**src/rtl/wid_pkg.sv**
```systemverilog
`default_nettype none
package wid_pkg;

    localparam int CFG_DATA_W = 8;
    localparam int CFG_IDX_W  = 2;

    // register indexes
    localparam logic [CFG_IDX_W-1:0] REG_TARGET = 2'd0;
    localparam logic [CFG_IDX_W-1:0] REG_WINDOW = 2'd1;

    // register reset values
    localparam logic [CFG_DATA_W-1:0] TARGET_RST = 8'd6;
    localparam logic [CFG_DATA_W-1:0] WINDOW_RST = 8'd15;

    typedef struct packed {
        logic pressed_event;
        logic released_event;
        logic keep_sampling;
        logic window_expired;
        logic btn_down;
    } t_result;

endpackage
`default_nettype wire

```
**src/rtl/wid_cfg.sv**
```systemverilog
`default_nettype none
module wid_cfg
    import wid_pkg::*;
#(
    parameter int COUNTER_BITS = 8
) (
    input  wire logic                    i_clk,
    input  wire logic                    i_rst_n,
    input  wire logic                    i_cfg_we,
    input  wire logic [CFG_IDX_W-1:0]    i_cfg_index,
    input  wire logic [CFG_DATA_W-1:0]   i_cfg_wdata,
    output logic      [COUNTER_BITS-1:0] o_target,
    output logic      [COUNTER_BITS-1:0] o_window
);

    logic [CFG_DATA_W-1:0] r_target;
    logic [CFG_DATA_W-1:0] r_window;

    always_ff @(posedge i_clk) begin
        if (!i_rst_n) begin
            r_target <= TARGET_RST;
            r_window <= WINDOW_RST;
        end else if (i_cfg_we) begin
            case (i_cfg_index)
                REG_TARGET: r_target <= i_cfg_wdata;
                REG_WINDOW: r_window <= i_cfg_wdata;
                default:    ;
            endcase
        end
    end

    // saturate the register values to what the counters can hold
    generate
        if (COUNTER_BITS >= CFG_DATA_W) begin : g_wide
            assign o_target = COUNTER_BITS'(r_target);
            assign o_window = COUNTER_BITS'(r_window);
        end else begin : g_narrow
            localparam logic [CFG_DATA_W-1:0] CMAX = CFG_DATA_W'((1 << COUNTER_BITS) - 1);
            assign o_target = (r_target > CMAX) ? CMAX[COUNTER_BITS-1:0]
                                                : r_target[COUNTER_BITS-1:0];
            assign o_window = (r_window > CMAX) ? CMAX[COUNTER_BITS-1:0]
                                                : r_window[COUNTER_BITS-1:0];
        end
    endgenerate

endmodule
`default_nettype wire

```
**src/rtl/wid_core.sv**
```systemverilog
`default_nettype none
module wid_core
    import wid_pkg::*;
#(
    parameter int COUNTER_BITS = 8
) (
    input  wire logic                    i_clk,
    input  wire logic                    i_rst_n,
    input  wire logic                    i_step,
    input  wire logic                    i_level,
    input  wire logic [COUNTER_BITS-1:0] i_target,
    input  wire logic [COUNTER_BITS-1:0] i_window,
    output t_result                      o_result
);

    logic [COUNTER_BITS-1:0] r_integ;
    logic [COUNTER_BITS-1:0] r_window;
    logic                    r_state;
    logic [COUNTER_BITS-1:0] n_integ;
    logic [COUNTER_BITS-1:0] n_window;
    logic                    n_state;
    logic [COUNTER_BITS-1:0] w_stepped;

    always_comb begin
        // saturating integrator move
        if (i_level) begin
            w_stepped = (r_integ < i_target) ? r_integ + 1'b1 : r_integ;
        end else begin
            w_stepped = (r_integ != '0) ? r_integ - 1'b1 : r_integ;
        end

        o_result = '0;
        n_integ  = r_integ;
        n_window = r_window;
        n_state  = r_state;

        if (r_window < i_window) begin
            n_integ = w_stepped;
            if (!r_state && w_stepped == i_target) begin
                n_state                = 1'b1;
                n_window               = '0;
                o_result.pressed_event = 1'b1;
            end else if (r_state && w_stepped == '0) begin
                n_state                 = 1'b0;
                n_window                = '0;
                o_result.released_event = 1'b1;
            end else begin
                n_window               = r_window + 1'b1;
                o_result.keep_sampling = 1'b1;
            end
        end else begin
            // window ran out: snap to the limit of the current state
            n_integ                 = r_state ? i_target : '0;
            n_window                = '0;
            o_result.window_expired = 1'b1;
        end
        o_result.btn_down = n_state;
    end

    always_ff @(posedge i_clk) begin
        if (!i_rst_n) begin
            r_integ  <= '0;
            r_window <= '0;
            r_state  <= 1'b0;
        end else if (i_step) begin
            r_integ  <= n_integ;
            r_window <= n_window;
            r_state  <= n_state;
        end
    end

endmodule
`default_nettype wire

```
**src/rtl/windowed_integrator_debouncer_top.sv**
```systemverilog
// Windowed integrator debouncer. Each input word is one sample tick of the
// button pin; each tick gives exactly one result word with the press and
// release events, a request for another tick while unsettled, a flag for a
// tick that arrived after the settle window ran out, and the debounced state.
// A tick is registered on the input side, run through the combinational
// integrator and window logic, and the result is held in an output register.
// Throughput is one word per clock while i_out_ready does not stall the
// output; a result word passes the input register, then the output register.
// The integrator, window counter and state update in the cycle a tick
// leaves the input register. Registers: index 0 is the integrator target
// (reset 6), index 1 the window length in ticks (reset 15); other indexes
// are ignored. Both are saturated to the counter width when COUNTER_BITS is
// below 8. Write them only while no word is in flight.
`default_nettype none
module windowed_integrator_debouncer_top
    import wid_pkg::*;
#(
    parameter int COUNTER_BITS = 8
) (
    input  wire logic                  i_clk,
    input  wire logic                  i_rst_n,
    // configuration write port
    input  wire logic                  i_cfg_we,
    input  wire logic [CFG_IDX_W-1:0]  i_cfg_index,
    input  wire logic [CFG_DATA_W-1:0] i_cfg_wdata,
    // sample input channel
    input  wire logic                  i_in_valid,
    output logic                       o_in_ready,
    input  wire logic                  i_pin_level,
    // result output channel
    output logic                       o_out_valid,
    input  wire logic                  i_out_ready,
    output logic                       o_pressed_event,
    output logic                       o_released_event,
    output logic                       o_keep_sampling,
    output logic                       o_window_expired,
    output logic                       o_btn_down
);

    logic [COUNTER_BITS-1:0] w_target;
    logic [COUNTER_BITS-1:0] w_window;
    logic                    r_in_valid;
    logic                    r_in_pin;
    logic                    r_out_valid;
    t_result                 r_out;
    t_result                 w_result;
    logic                    w_step;

    // a held sample advances when the output register is free or draining
    assign w_step     = r_in_valid && (!r_out_valid || i_out_ready);
    assign o_in_ready = !r_in_valid || w_step;

    wid_cfg #(
        .COUNTER_BITS (COUNTER_BITS)
    ) u_cfg (
        .i_clk       (i_clk),
        .i_rst_n     (i_rst_n),
        .i_cfg_we    (i_cfg_we),
        .i_cfg_index (i_cfg_index),
        .i_cfg_wdata (i_cfg_wdata),
        .o_target    (w_target),
        .o_window    (w_window)
    );

    wid_core #(
        .COUNTER_BITS (COUNTER_BITS)
    ) u_core (
        .i_clk    (i_clk),
        .i_rst_n  (i_rst_n),
        .i_step   (w_step),
        .i_level  (r_in_pin),
        .i_target (w_target),
        .i_window (w_window),
        .o_result (w_result)
    );

    // input register
    always_ff @(posedge i_clk) begin
        if (!i_rst_n) begin
            r_in_valid <= 1'b0;
        end else if (i_in_valid && o_in_ready) begin
            r_in_valid <= 1'b1;
        end else if (w_step) begin
            r_in_valid <= 1'b0;
        end
    end

    always_ff @(posedge i_clk) begin
        if (i_in_valid && o_in_ready) begin
            r_in_pin <= i_pin_level;
        end
    end

    // result register
    always_ff @(posedge i_clk) begin
        if (!i_rst_n) begin
            r_out_valid <= 1'b0;
        end else if (w_step) begin
            r_out_valid <= 1'b1;
        end else if (i_out_ready) begin
            r_out_valid <= 1'b0;
        end
    end

    always_ff @(posedge i_clk) begin
        if (w_step) begin
            r_out <= w_result;
        end
    end

    assign o_out_valid      = r_out_valid;
    assign o_pressed_event  = r_out.pressed_event;
    assign o_released_event = r_out.released_event;
    assign o_keep_sampling  = r_out.keep_sampling;
    assign o_window_expired = r_out.window_expired;
    assign o_btn_down       = r_out.btn_down;

endmodule
`default_nettype wire

```
**config.mk**
```make
export PLATFORM = sky130hd
export DESIGN_NAME = windowed_integrator_debouncer_top
export DESIGN_NICKNAME = d
export VERILOG_FILES = /design/src/rtl/wid_pkg.sv /design/src/rtl/wid_cfg.sv /design/src/rtl/wid_core.sv /design/src/rtl/windowed_integrator_debouncer_top.sv
export SDC_FILE = /design/constraint.sdc
export NUM_CORES = 1
export LEC_CHECK = 0
export ABC_AREA = 1
export BUFFER_PORTS_ARGS = -buffer_cell sky130_fd_sc_hd__buf_2
export CAP_MARGIN = 20
export CORE_UTILIZATION = 56
export CTS_CLUSTER_DIAMETER = 80
export DETAILED_ROUTE_END_ITERATION = 10
export GPL_TIMING_DRIVEN = 1
export PLACE_DENSITY = 0.87
export SYNTH_ARGS = -nofsm -noshare
export SYNTH_HDL_FRONTEND = slang
export SYNTH_SLANG_ARGS = --single-unit
export TNS_END_PERCENT = 10
```
**constraint.sdc**
```tcl
create_clock -name i_clk -period 5.44 [get_ports i_clk]
set_input_delay 1.088 -clock i_clk [delete_from_list [all_inputs] [get_ports i_clk]]
set_output_delay 1.088 -clock i_clk [all_outputs]
set_load 0.01 [all_outputs]
```
== Word level (Yosys, flattened, before mapping) ==
Index checks and enable logic that the tools add are counted.

* Input port bits: 16
* Register bits: 41
* Word-level logic and storage cells: 57

* Bitwise logic cells: 1
* $lt $le $gt $ge: 2
* $add $sub $neg: 3
* Eq/ne operators: 2
* Reduce and logical (&&, ||, !) cells: 17
* Multiplexer cells: 19

{| class="wikitable"
|+ Operators by type and width
! cell !! count
|-
| two-way mux 8 bit || 8
|-
| adder 8 x 1 -> 8 bit (second input constant) || 2
|-
| < comparator 8 bit || 2
|-
| two-way mux 1 bit || 11
|-
| == test 8 bit || 1
|-
| zero test 8 bit || 1
|-
| nonzero test 8 bit || 1
|-
| subtractor 8 x 1 -> 8 bit (second input constant) || 1
|-
| logical AND 1 bit || 4
|-
| AND reduction 2 bit || 2
|-
| nonzero test 2 bit || 2
|-
| zero test 1 bit || 3
|-
| == test 2 x 1 -> 1 bit (second input constant) || 1
|-
| zero test 2 bit || 1
|-
| logical OR 1 bit || 2
|-
| OR reduction 2 bit || 1
|-
| NOT 1 bit || 1
|}

== Depth between registers and ports, before layout ==
Gate-level depths: netlist of the first run.

* Depth in word-level cells: 8
* Depth in mapped cells: 21
* Gate-level depth less buffers: 21

== Hierarchy ==
From an unflattened synthesis of the first run, not the netlist that was laid out.

* Cells, all modules: 419
* Area, all modules: 2856.5 µm²

{| class="wikitable"
|+ Modules (own cells, without submodules)
! module !! area an instance (µm²) !! sequential area each (µm²) !! instances !! cells each
|-
| wid_core || 1868.0 || 340.3 || 1 || 306
|-
| wid_cfg || 713.2 || 320.3 || 1 || 94
|-
| windowed_integrator_debouncer_top || 275.3 || 220.2 || 1 || 19
|}

== Worst setup path after synthesis of the first run ==
Ideal clock, no wire load.

* Kind: in2out
* Start: in i_out_ready
* End: out o_in_ready
* Slack: 3.080 ns
* Cell stages on the path: 2
* Arrival time: 1.272 ns
* Cells stage by stage: inv_1 nand3_1

* Cells in the longest elaborated chain, start to end: 3

{| class="wikitable"
|+ RTL lines
! what !! RTL line !! source
|-
| from (decl) || windowed_integrator_debouncer_top.sv:32 || <nowiki>input wire logic i_out_ready,</nowiki>
|-
| logical OR 1 bit || windowed_integrator_debouncer_top.sv:50 || <nowiki>assign w_step = r_in_valid && (!r_out_valid || i_out_ready);</nowiki>
|-
| logical AND 1 bit || windowed_integrator_debouncer_top.sv:50 ||
|-
| logical OR 1 bit || windowed_integrator_debouncer_top.sv:51 || <nowiki>assign o_in_ready = !r_in_valid || w_step;</nowiki>
|-
| to (decl) || windowed_integrator_debouncer_top.sv:28 || <nowiki>output logic o_in_ready,</nowiki>
|}

No other way between the ends.

== Worst setup path after layout of the first run ==
* Start: in i_out_ready
* End: reg u_core.r_window[6]

* Cells in the longest elaborated chain, start to end: 2

{| class="wikitable"
|+ RTL lines
! what !! RTL line !! source
|-
| logical OR 1 bit || windowed_integrator_debouncer_top.sv:50 ||
|-
| logical AND 1 bit || windowed_integrator_debouncer_top.sv:50 ||
|-
| to (signal assigned) || wid_core.sv:67 || <nowiki>r_window <= n_window;</nowiki>
|-
| to (decl) || wid_core.sv:17 || <nowiki>logic [COUNTER_BITS-1:0] r_window;</nowiki>
|}

No other way between the ends.
A chain may end at the register's enable or synchronous reset.

==> results of run 1 <==
==> metal layers <==
layer | up-vias | share of wire (%)
met2 | 104 | 46
met3 | 13 | 5.9
met5 | - | 0
met1 | 1136 | 46
li1 | 1232 | -
met4 | 0 | 1.6
==> layout make-up <==
| cell class | instances | area (um^2) | share of cell area (%) |
|---|---|---|---|
| tap | 52 | 65.06 | 2.277 |
| multi-input combinational | 267 | 1529 | 53.50 |
| sequential | 41 | 880.8 | 30.82 |
| inverter | 43 | 161.4 | 5.648 |
| timing repair buffer | 22 | 110.1 | 3.853 |
| clock buffer | 8 | 111.4 | 3.897 |
==> placed cells by master, fill, tap and decap left out, types with 4 or more instances in the layout <==
cell	instances
nor2_2	5
nor3_2	5
ha_1	17
xor2_1	12
buf_2	22
a21oi_1	25
o211ai_1	14
nand2_2	4
o21ai_0	19
dfxtp_1	35
inv_1	42
edfxtp_1	6
nor2_1	17
nand3_2	5
nand2_1	95
nand3_1	28
clkbuf_8	6
nand4_1	5
==> worst min path at each step <==
| stage | startpoint | to | slack (ns) | cells after the start |
|---|---|---|---|---|
| 5_1_grt | u_cfg.o_window[4]$_SDFFE_PN0P_ | u_cfg.o_window[4]$_SDFFE_PN0P_ | 0.50 | 2 |
| 2_1_floorplan | u_cfg.o_window[4]$_SDFFE_PN0P_ | u_cfg.o_window[4]$_SDFFE_PN0P_ | 0.43 | 2 |
| 6_report | u_cfg.o_window[7]$_SDFFE_PN0P_ | u_cfg.o_window[7]$_SDFFE_PN0P_ | 0.48 | 2 |
| 3_5_place_dp | u_cfg.o_window[7]$_SDFFE_PN0P_ | u_cfg.o_window[7]$_SDFFE_PN0P_ | 0.47 | 2 |
| 3_3_place_gp | u_cfg.o_window[7]$_SDFFE_PN0P_ | u_cfg.o_window[7]$_SDFFE_PN0P_ | 0.46 | 2 |
| 4_1_cts | u_cfg.o_window[7]$_SDFFE_PN0P_ | u_cfg.o_window[7]$_SDFFE_PN0P_ | 0.48 | 2 |
==> per-stage QoR <==
stage,util (%),setup WS (ns)
final,64.30,2.616
after global routing,64.30,2.299
after CTS,64.30,2.620
after detailed placement,61.80,2.314
after global placement,61.80,2.478
after floorplan,-,3.080
==> Yosys cell counts, drive strengths merged <==
master | count | area share [%]
nand2 | 100 | 15
inv | 43 | 6.1
dfxtp | 35 | 27
nand3 | 33 | 7.2
a21oi | 25 | 4.8
nor2 | 22 | 3.6
o21ai | 20 | 3.8
ha | 17 | 8.1
o211ai | 14 | 4.0
xor2 | 12 | 4.0
nor3 | 7 | 2.3
edfxtp | 6 | 6.8
buf | 5 | 1.6
clkbuf | 5 | 0.71
nand4 | 5 | 1.2
a21o | 3 | 0.86
nand3b | 3 | 0.86
a221oi | 1 | 1.0
mux2i | 1 | 0.38
nor3b | 1 | 0.29
o21a | 1 | 0.29
or2 | 1 | 0.24
xnor2 | 1 | 0.33
==> power groups by stage <==
stage          registers (mW)  clock network [mW]  logic [mW]
6_report                0.337               0.234       0.181
2_1_floorplan           0.339                   0       0.142
3_3_place_gp            0.343                   0       0.173
3_5_place_dp            0.344                   0       0.178
4_1_cts                 0.337               0.234       0.179
5_1_grt                 0.338               0.248       0.202
==> worst min-delay path: cells and delay by family, from the launching register on <==
kind | cells | cell delay, ns
DFF | 1 | 0.31
AOI/OAI and AO/OA | 1 | 0.07
buffers and inverters | 1 | 0.07
==> logic make-up (layout without fill, tap and decap cells) <==
logic type	count (synthesis)	in the layout	synth area share, %
flops	41	41	33.46
simple gates	172	172	30.61
buf+inv	53	73	8.460
mux	1	1	0.3802
fa+ha+maj	17	17	8.080
compound gates	64	64	14.69
xor+xnor	13	13	4.325
==> flip-flops by register name, summed over array words and instances (netlist names) <==
register and cells:
r_in_valid 1, o_out_valid 1, u_core.r_integ 8, o_window_expired 1, o_keep_sampling 1, o_pressed_event 1, u_cfg.o_target 8, u_core.r_state 1
u_core.r_window 8, o_btn_down 1, u_cfg.o_window 8, o_released_event 1, r_in_pin 1
==> flow_summary.toml, run 1 <==
[global_route]
grt_use_met2_pct = 43.47
use_met3_pct = 4.986
grt_usage_pct = 25.09
antenna_found_initial = 0
grt_pass1_wl_um = 9825
grt_overflow_total = 0
grt_pass1_vias = 2222
grt_max_degree = 19
use_met1_pct = 31.85
grt-busiest-layer = "met2"

[die]
core_um2 = 4444
row_count = 24
chipWidth_um = 70.57
ios = 23
die_y_um = 70.57
die_area_um2 = 4979
initial_core_util_pct = 59.23

[sta]
rsz0062_at_grt = "false"
hold_viol = 0
fin_crit_ns = 2.824
report.final.slew_viol_count = 0
min_period_over_period_pct = 51.91
slew_headroom_pct = 62.60
worst_clock_skew_ns = 0.003717
setup_viol = 0
timing.fmax_mhz = 354.1
tightest_slew_ns = 0.5604
whs_ns = 0.4815
tns_ns = 0

[synth]
synth_warnings = 0
synth_area_per_cell_um2 = 7.292
ys_seq_area_share_pct = 33.46
syn_area_um2 = 2633
synth_seq_cells = 41
syn_nets = 394
synth.distinct_cells = 32
netlist_instances = 361

[setup_path]
critPathTopFamily = "simple AND/OR/NAND/NOR gates"
r2r_slack_ns = 2.78
cp_cell_sequence = "buf_2 > inv_1 > nand2_1 > nand2_1 > inv_1 > nand2_1 > nor3b_1 > nand3_1 > xor2_1 > nor2_1"
start_kind = "primary input"
cp_num_cells = 10
slowest_stage = "inv_1"
cp_common_cell = "nand2_1"
cp.required_ns = 5.68
crit_buf_inv = 3
slowest_delay_ns = 0.55
path_max_fanout = 17
r2r-end = "u_core.r_window[0]$_SDFFE_PN0P_"
r2r_start = "u_core.r_integ[5]$_SDFFE_PN0P_"
end_kind = "flop"
critPathLaunch = "i_out_ready"
reg2reg_depth = 18
arrival_ns = 3.06
endpoint = "u_core.r_window[6]$_SDFFE_PN0P_"
path_class = "in -> reg"

[power]
power.switching_mw = 0.2358
p_seq_share_pct = 44.8
ir_drop_mv = 0.2080
powerDensity_nw_per_um2 = 263.1
clkPwrFrac_pct = 31.1
p_total_mw = 0.7519
share_comb_of_total_power_pct = 24.1
p_sw_share_pct = 31.37
p_leak_nw = 1.365
internal_power_mw = 0.5160

[outcome]
status = "complete, but fails checks"
violations = "DRC"

[cts]
h-tree-depth = 2
numCtsBuffers = 5
clockBufferDepth = 2
post_cts_resized = 0
cts_setup_buffers = 0
path_clk_slew_ns = 0.08
cts_tree = "done"
root_buffer = "clkbuf_8"
clkSinkCount = 41
cts_hold_buf = 0
clkLatencyLatePin_ns = 0.30

[final_layout]
layout-drive-gt1-share_pct = 13.39
nFillCells = 403
synthToLayoutAreaGrowth_pct = 8.555
final_cells = 433
diodes = 0
design_area_um2 = 2858
fin_nets = 413

[route]
first_pass_iters = 8
remaining_drc_errors = 4
vias = 2485
wl_per_cell_um = 13.59
drt_iter0_drc = 195
drtAntennaViolNets = 0
wl_um = 5885
vias_per_cell = 5.739

[placement]
place_congestion = 0.9236
numPortBuffers = 22
dpl-instance-area_um2 = 2746
dp_cells = 425
hpwl_um = 4584

[run]
maxCapViolations = 0

[worst_hold_path]
min_path_type = "reg -> reg"
(Power assumes the default switching activity.)
==> run 2: changes to the inputs <==
CORE_UTILIZATION = 54   (was 56)
clock period = 2.3 ns   (was 5.44 ns; I/O delays follow)
==> flow_summary.toml, run 2 (synthesis gave the netlist of run 1 again) <==
[outcome]
status = "complete, but fails checks"
violations = "setup timing"

[global_route]
antenna_found_initial = 0
grt_max_degree = 19
grt_overflow_total = 0
grt_pass1_vias = 2612
grt_pass1_wl_um = 11740
grt_usage_pct = 29.22

[route]
wl_per_cell_um = 16.40
first_pass_iters = 5
wl_um = 7805
remaining_drc_errors = 0
drtAntennaViolNets = 0
drt_iter0_drc = 201
vias = 2820
vias_per_cell = 5.924

[setup_path]
crit_buf_inv = 0
path_class = "reg -> reg"
arrival_ns = 2.63
r2r_slack_ns = -0.14
endpoint = "u_core.r_window[1]$_SDFFE_PN0P_"
slowest_stage = "dfxtp_4"
cp_num_cells = 14
r2r_start = "u_core.r_integ[5]$_SDFFE_PN0P_"
r2r-end = "u_core.r_window[1]$_SDFFE_PN0P_"
cp_cell_sequence = "ha_4 > a21o_1 > nand2_2 > nand2_4 > nor2_2 > nand3_2 > nand3_4 > nand4_1 > nor3_4 > nand3_2 > nand3_2 > nand2_2 > nand2_4 > nor2_1"
cp_common_cell = "nand3_2"
critPathTopFamily = "simple AND/OR/NAND/NOR gates"
path_max_fanout = 8
cp.required_ns = 2.49
reg2reg_depth = 14
critPathLaunch = "u_core.r_integ[5]$_SDFFE_PN0P_"
end_kind = "flop"
slowest_delay_ns = 0.37
start_kind = "flop"

[power]
ir_drop_mv = 0.4944
internal_power_mw = 1.257
p_seq_share_pct = 40.4
power.switching_mw = 0.6981
p_leak_nw = 1.584
p_sw_share_pct = 35.70
powerDensity_nw_per_um2 = 561.5
p_total_mw = 1.955
share_comb_of_total_power_pct = 36.0
clkPwrFrac_pct = 23.6

[run]
maxCapViolations = 0

[die]
die_y_um = 71.82
core_um2 = 4692
chipWidth_um = 71.82
ios = 23
initial_core_util_pct = 56.11
die_area_um2 = 5158
row_count = 25

[sta]
fin_crit_ns = 2.441
setup_viol = 12
tightest_slew_ns = 0.4280
rsz0062_at_grt = "true"
tns_ns = -1.131
fin_ws_ns = -0.1410
min_period_over_period_pct = 106.1
worst_clock_skew_ns = 0.007745
hold_viol = 0
report.final.slew_viol_count = 0
timing.fmax_mhz = 409.7
slew_headroom_pct = 71.43

[final_layout]
diodes = 0
fin_nets = 454
nFillCells = 295
final_common_cell = "nand2_1"
layout-drive-gt1-share_pct = 39.10
synthToLayoutAreaGrowth_pct = 32.27
final_cell_mix = "nand2_1, buf_4, inv_1, dfxtp_1"
final_cells = 476

[worst_hold_path]
min_path_type = "in -> reg"

[cts]
clkLatencyLatePin_ns = 0.30
path_clk_slew_ns = 0.08
clockBufferDepth = 2
numCtsBuffers = 5
cts_hold_buf = 0
root_buffer = "clkbuf_8"
clkSinkCount = 41
h-tree-depth = 2
cts_tree = "done"

[placement]
hpwl_um = 5022
numPortBuffers = 22
place_congestion = 0.8903
dp_cells = 460
dp_slack_ns = -0.1931
==> run 2: cell count changes in the layout (fill, tap and decap cells not counted), sizes merged <==
cell	before	now
clkinvlp	0	1
nand2	100	101
clkbuf	8	6
buf	22	62
clkinv	0	1
==> run 2: power groups by stage <==
| stage | combinational, mW | clock (mW) | sequential, mW |
|---|---|---|---|
| floorplan | 0.336 | 0 | 0.801 |
| global placement | 0.497 | 0 | 0.797 |
| detailed placement | 0.517 | 0 | 0.799 |
| CTS | 0.567 | 0.463 | 0.785 |
| global route | 0.756 | 0.494 | 0.794 |
| finish | 0.704 | 0.462 | 0.790 |
==> run 2: worst min-delay path by stage <==
stage                                        start                              to  slack (ns)  depth (start not counted)
floorplan           u_cfg.o_window[4]$_SDFFE_PN0P_  u_cfg.o_window[4]$_SDFFE_PN0P_        0.43                          2
global placement    u_cfg.o_window[5]$_SDFFE_PN0P_  u_cfg.o_window[5]$_SDFFE_PN0P_        0.45                          2
detailed placement  u_cfg.o_window[5]$_SDFFE_PN0P_  u_cfg.o_window[5]$_SDFFE_PN0P_        0.46                          2
CTS                                    i_pin_level              r_in_pin$_DFFE_PP_        0.33                          1
global route                           i_pin_level              r_in_pin$_DFFE_PP_        0.31                          1
finish                                 i_pin_level              r_in_pin$_DFFE_PP_        0.33                          1
==> run 2: routing by layer <==
layer / vias up / track usage [%] / wire, um
li1: 1323 / - / -
met3: 40 / 5.626 / 458
met1: 1315 / 35.71 / 3159
met4: 0 / 16.34 / 333
met5: - / 0 / 0
met2: 142 / 48.32 / 3852
==> run 2: final cells by class <==
| cell class | instances | area, um^2 | area share (%) |
|---|---|---|---|
| multi-input combinational | 268 | 1838 | 52.78 |
| sequential | 41 | 900.9 | 25.87 |
| timing repair buffer | 62 | 425.4 | 12.22 |
| inverter | 43 | 166.4 | 4.779 |
| clock buffer | 6 | 72.57 | 2.084 |
| tap | 54 | 67.56 | 1.940 |
| clock inverter | 2 | 11.26 | 0.3234 |
==> run 2: metrics by stage <==
| stage | hold slack (ns) | cell area (um^2) | utilization [%] |
|---|---|---|---|
| after global routing | 0.3142 | 3482 | 74.21 |
| after global placement | 0.4515 | 2997 | 63.87 |
| after detailed placement | 0.4597 | 2997 | 63.87 |
| after CTS | 0.3263 | 3206 | 68.32 |
| final | 0.3300 | 3482 | 74.21 |
| after floorplan | 0.4347 | 2633 | - |
==> run 2: repair_timing <==
action	4_1_cts	5_1_grt
gates cloned	1	0
pin swaps	14	48
resized for setup	32	67
hold endpoints to repair	0	0
buffers inserted	2	6
endpoints found under the setup margin	13	14
==> run 3: changes to the inputs <==
TNS_END_PERCENT = 20   (was 10)
==> flow_summary.toml, run 3 (synthesis gave the netlist of run 1 again) <==
[setup_path]
critPathTopFamily = "simple AND/OR/NAND/NOR gates"
cp_cell_sequence = "ha_4 > a21o_1 > nand2_2 > nand2_4 > nor2_2 > nand3_2 > nand3_4 > nand4_1 > nor3_4 > nand3_2 > nand3_2 > nand2_2 > nand2_4 > nor2_1"
crit_buf_inv = 0
end_kind = "flop"
start_kind = "flop"
cp.required_ns = 2.49
slowest_delay_ns = 0.37
arrival_ns = 2.63
cp_common_cell = "nand3_2"
path_class = "reg -> reg"
slowest_stage = "dfxtp_4"
path_max_fanout = 8

[sta]
setup_viol = 12
worst_clock_skew_ns = 0.007745
report.final.slew_viol_count = 0
fin_ws_ns = -0.1410
hold_viol = 0
min_period_over_period_pct = 106.1
fin_crit_ns = 2.441
timing.fmax_mhz = 409.7
slew_headroom_pct = 71.43
tightest_slew_ns = 0.4280
tns_ns = -1.131
whs_ns = 0.3300
rsz0062_at_grt = "true"

[global_route]
grt_max_degree = 19
grt_pass1_wl_um = 11740
grt_usage_pct = 29.22
grt_overflow_total = 0
antenna_found_initial = 0
grt_pass1_vias = 2612

[cts]
clkSinkCount = 41
path_clk_slew_ns = 0.08
clockBufferDepth = 2
root_buffer = "clkbuf_8"
h-tree-depth = 2
cts_tree = "done"
numCtsBuffers = 5
clkLatencyLatePin_ns = 0.30

[worst_hold_path]
min_path_type = "in -> reg"

[route]
drtAntennaViolNets = 0
first_pass_iters = 5
drt_iter0_drc = 201
wl_um = 7805
vias_per_cell = 5.924
vias = 2820
remaining_drc_errors = 0
wl_per_cell_um = 16.40

[die]
row_count = 25
ios = 23
initial_core_util_pct = 56.11
chipWidth_um = 71.82
die_area_um2 = 5158
core_um2 = 4692
die_y_um = 71.82

[outcome]
violations = "setup timing"
status = "complete, but fails checks"

[placement]
numPortBuffers = 22
hpwl_um = 5022
dp_cells = 460
dp_slack_ns = -0.1931
place_congestion = 0.8903
dpl-instance-area_um2 = 2997

[final_layout]
final_common_cell = "nand2_1"
synthToLayoutAreaGrowth_pct = 32.27
final_cells = 476
postLayoutCoreUtil_pct = 74.21
final_cell_mix = "nand2_1, buf_4, inv_1, dfxtp_1"
layout-drive-gt1-share_pct = 39.10
diodes = 0
design_area_um2 = 3482
fin_nets = 454

[power]
ir_drop_mv = 0.4944
powerDensity_nw_per_um2 = 561.5
p_leak_nw = 1.584
p_total_mw = 1.955

[run]
maxCapViolations = 0
## run 3: cell counts in the layout (fill, tap and decap cells not counted)
Identical to the previous run, type by type.
## run 3: final timing paths
check / from / endpoint / slack, ns / cells after the start
max: u_core.r_integ[5]$_SDFFE_PN0P_ / u_core.r_window[1]$_SDFFE_PN0P_ / -0.14 / 14
min: i_pin_level / r_in_pin$_DFFE_PP_ / 0.33 / 1
max reg2reg: u_core.r_integ[5]$_SDFFE_PN0P_ / u_core.r_window[1]$_SDFFE_PN0P_ / -0.14 / 14
min reg2reg: u_cfg.o_window[5]$_SDFFE_PN0P_ / u_cfg.o_window[5]$_SDFFE_PN0P_ / 0.47 / 2
## run 3: cell type report
type,count,area [um^2]
Multi-Input combinational cell,268,1838
Fill cell,295,1210
Sequential cell,41,900.9
Timing Repair Buffer,62,425.4
Inverter,43,166.4
Clock buffer,6,72.57
Tap cell,54,67.56
Clock inverter,2,11.26
## run 3: power by group
group,switching (mW),internal (mW),leakage [nW]
combinational,0.420,0.284,1.20
clock,0.251,0.210,0.0388
sequential,0.0269,0.763,0.345
total,0.698,1.26,1.58
## run 3: metal layers
| layer | wire, um | part of all wire (%) | track usage (%) |
|---|---|---|---|
| met5 | 0 | 0 | 0 |
| met4 | 333 | 4.3 | 16.34 |
| met3 | 458 | 5.9 | 5.626 |
| met2 | 3852 | 49 | 48.32 |
| met1 | 3159 | 40 | 35.71 |
## run 3: what timing repair did
| item | in CTS | in global routing |
|---|---|---|
| endpoints found under the setup margin | 13 | 14 |
| hold buffers | 0 | 0 |
| gates resized for setup | 32 | 67 |
| pin swaps | 14 | 48 |
| setup buffers | 2 | 6 |
| gates cloned | 1 | 0 |
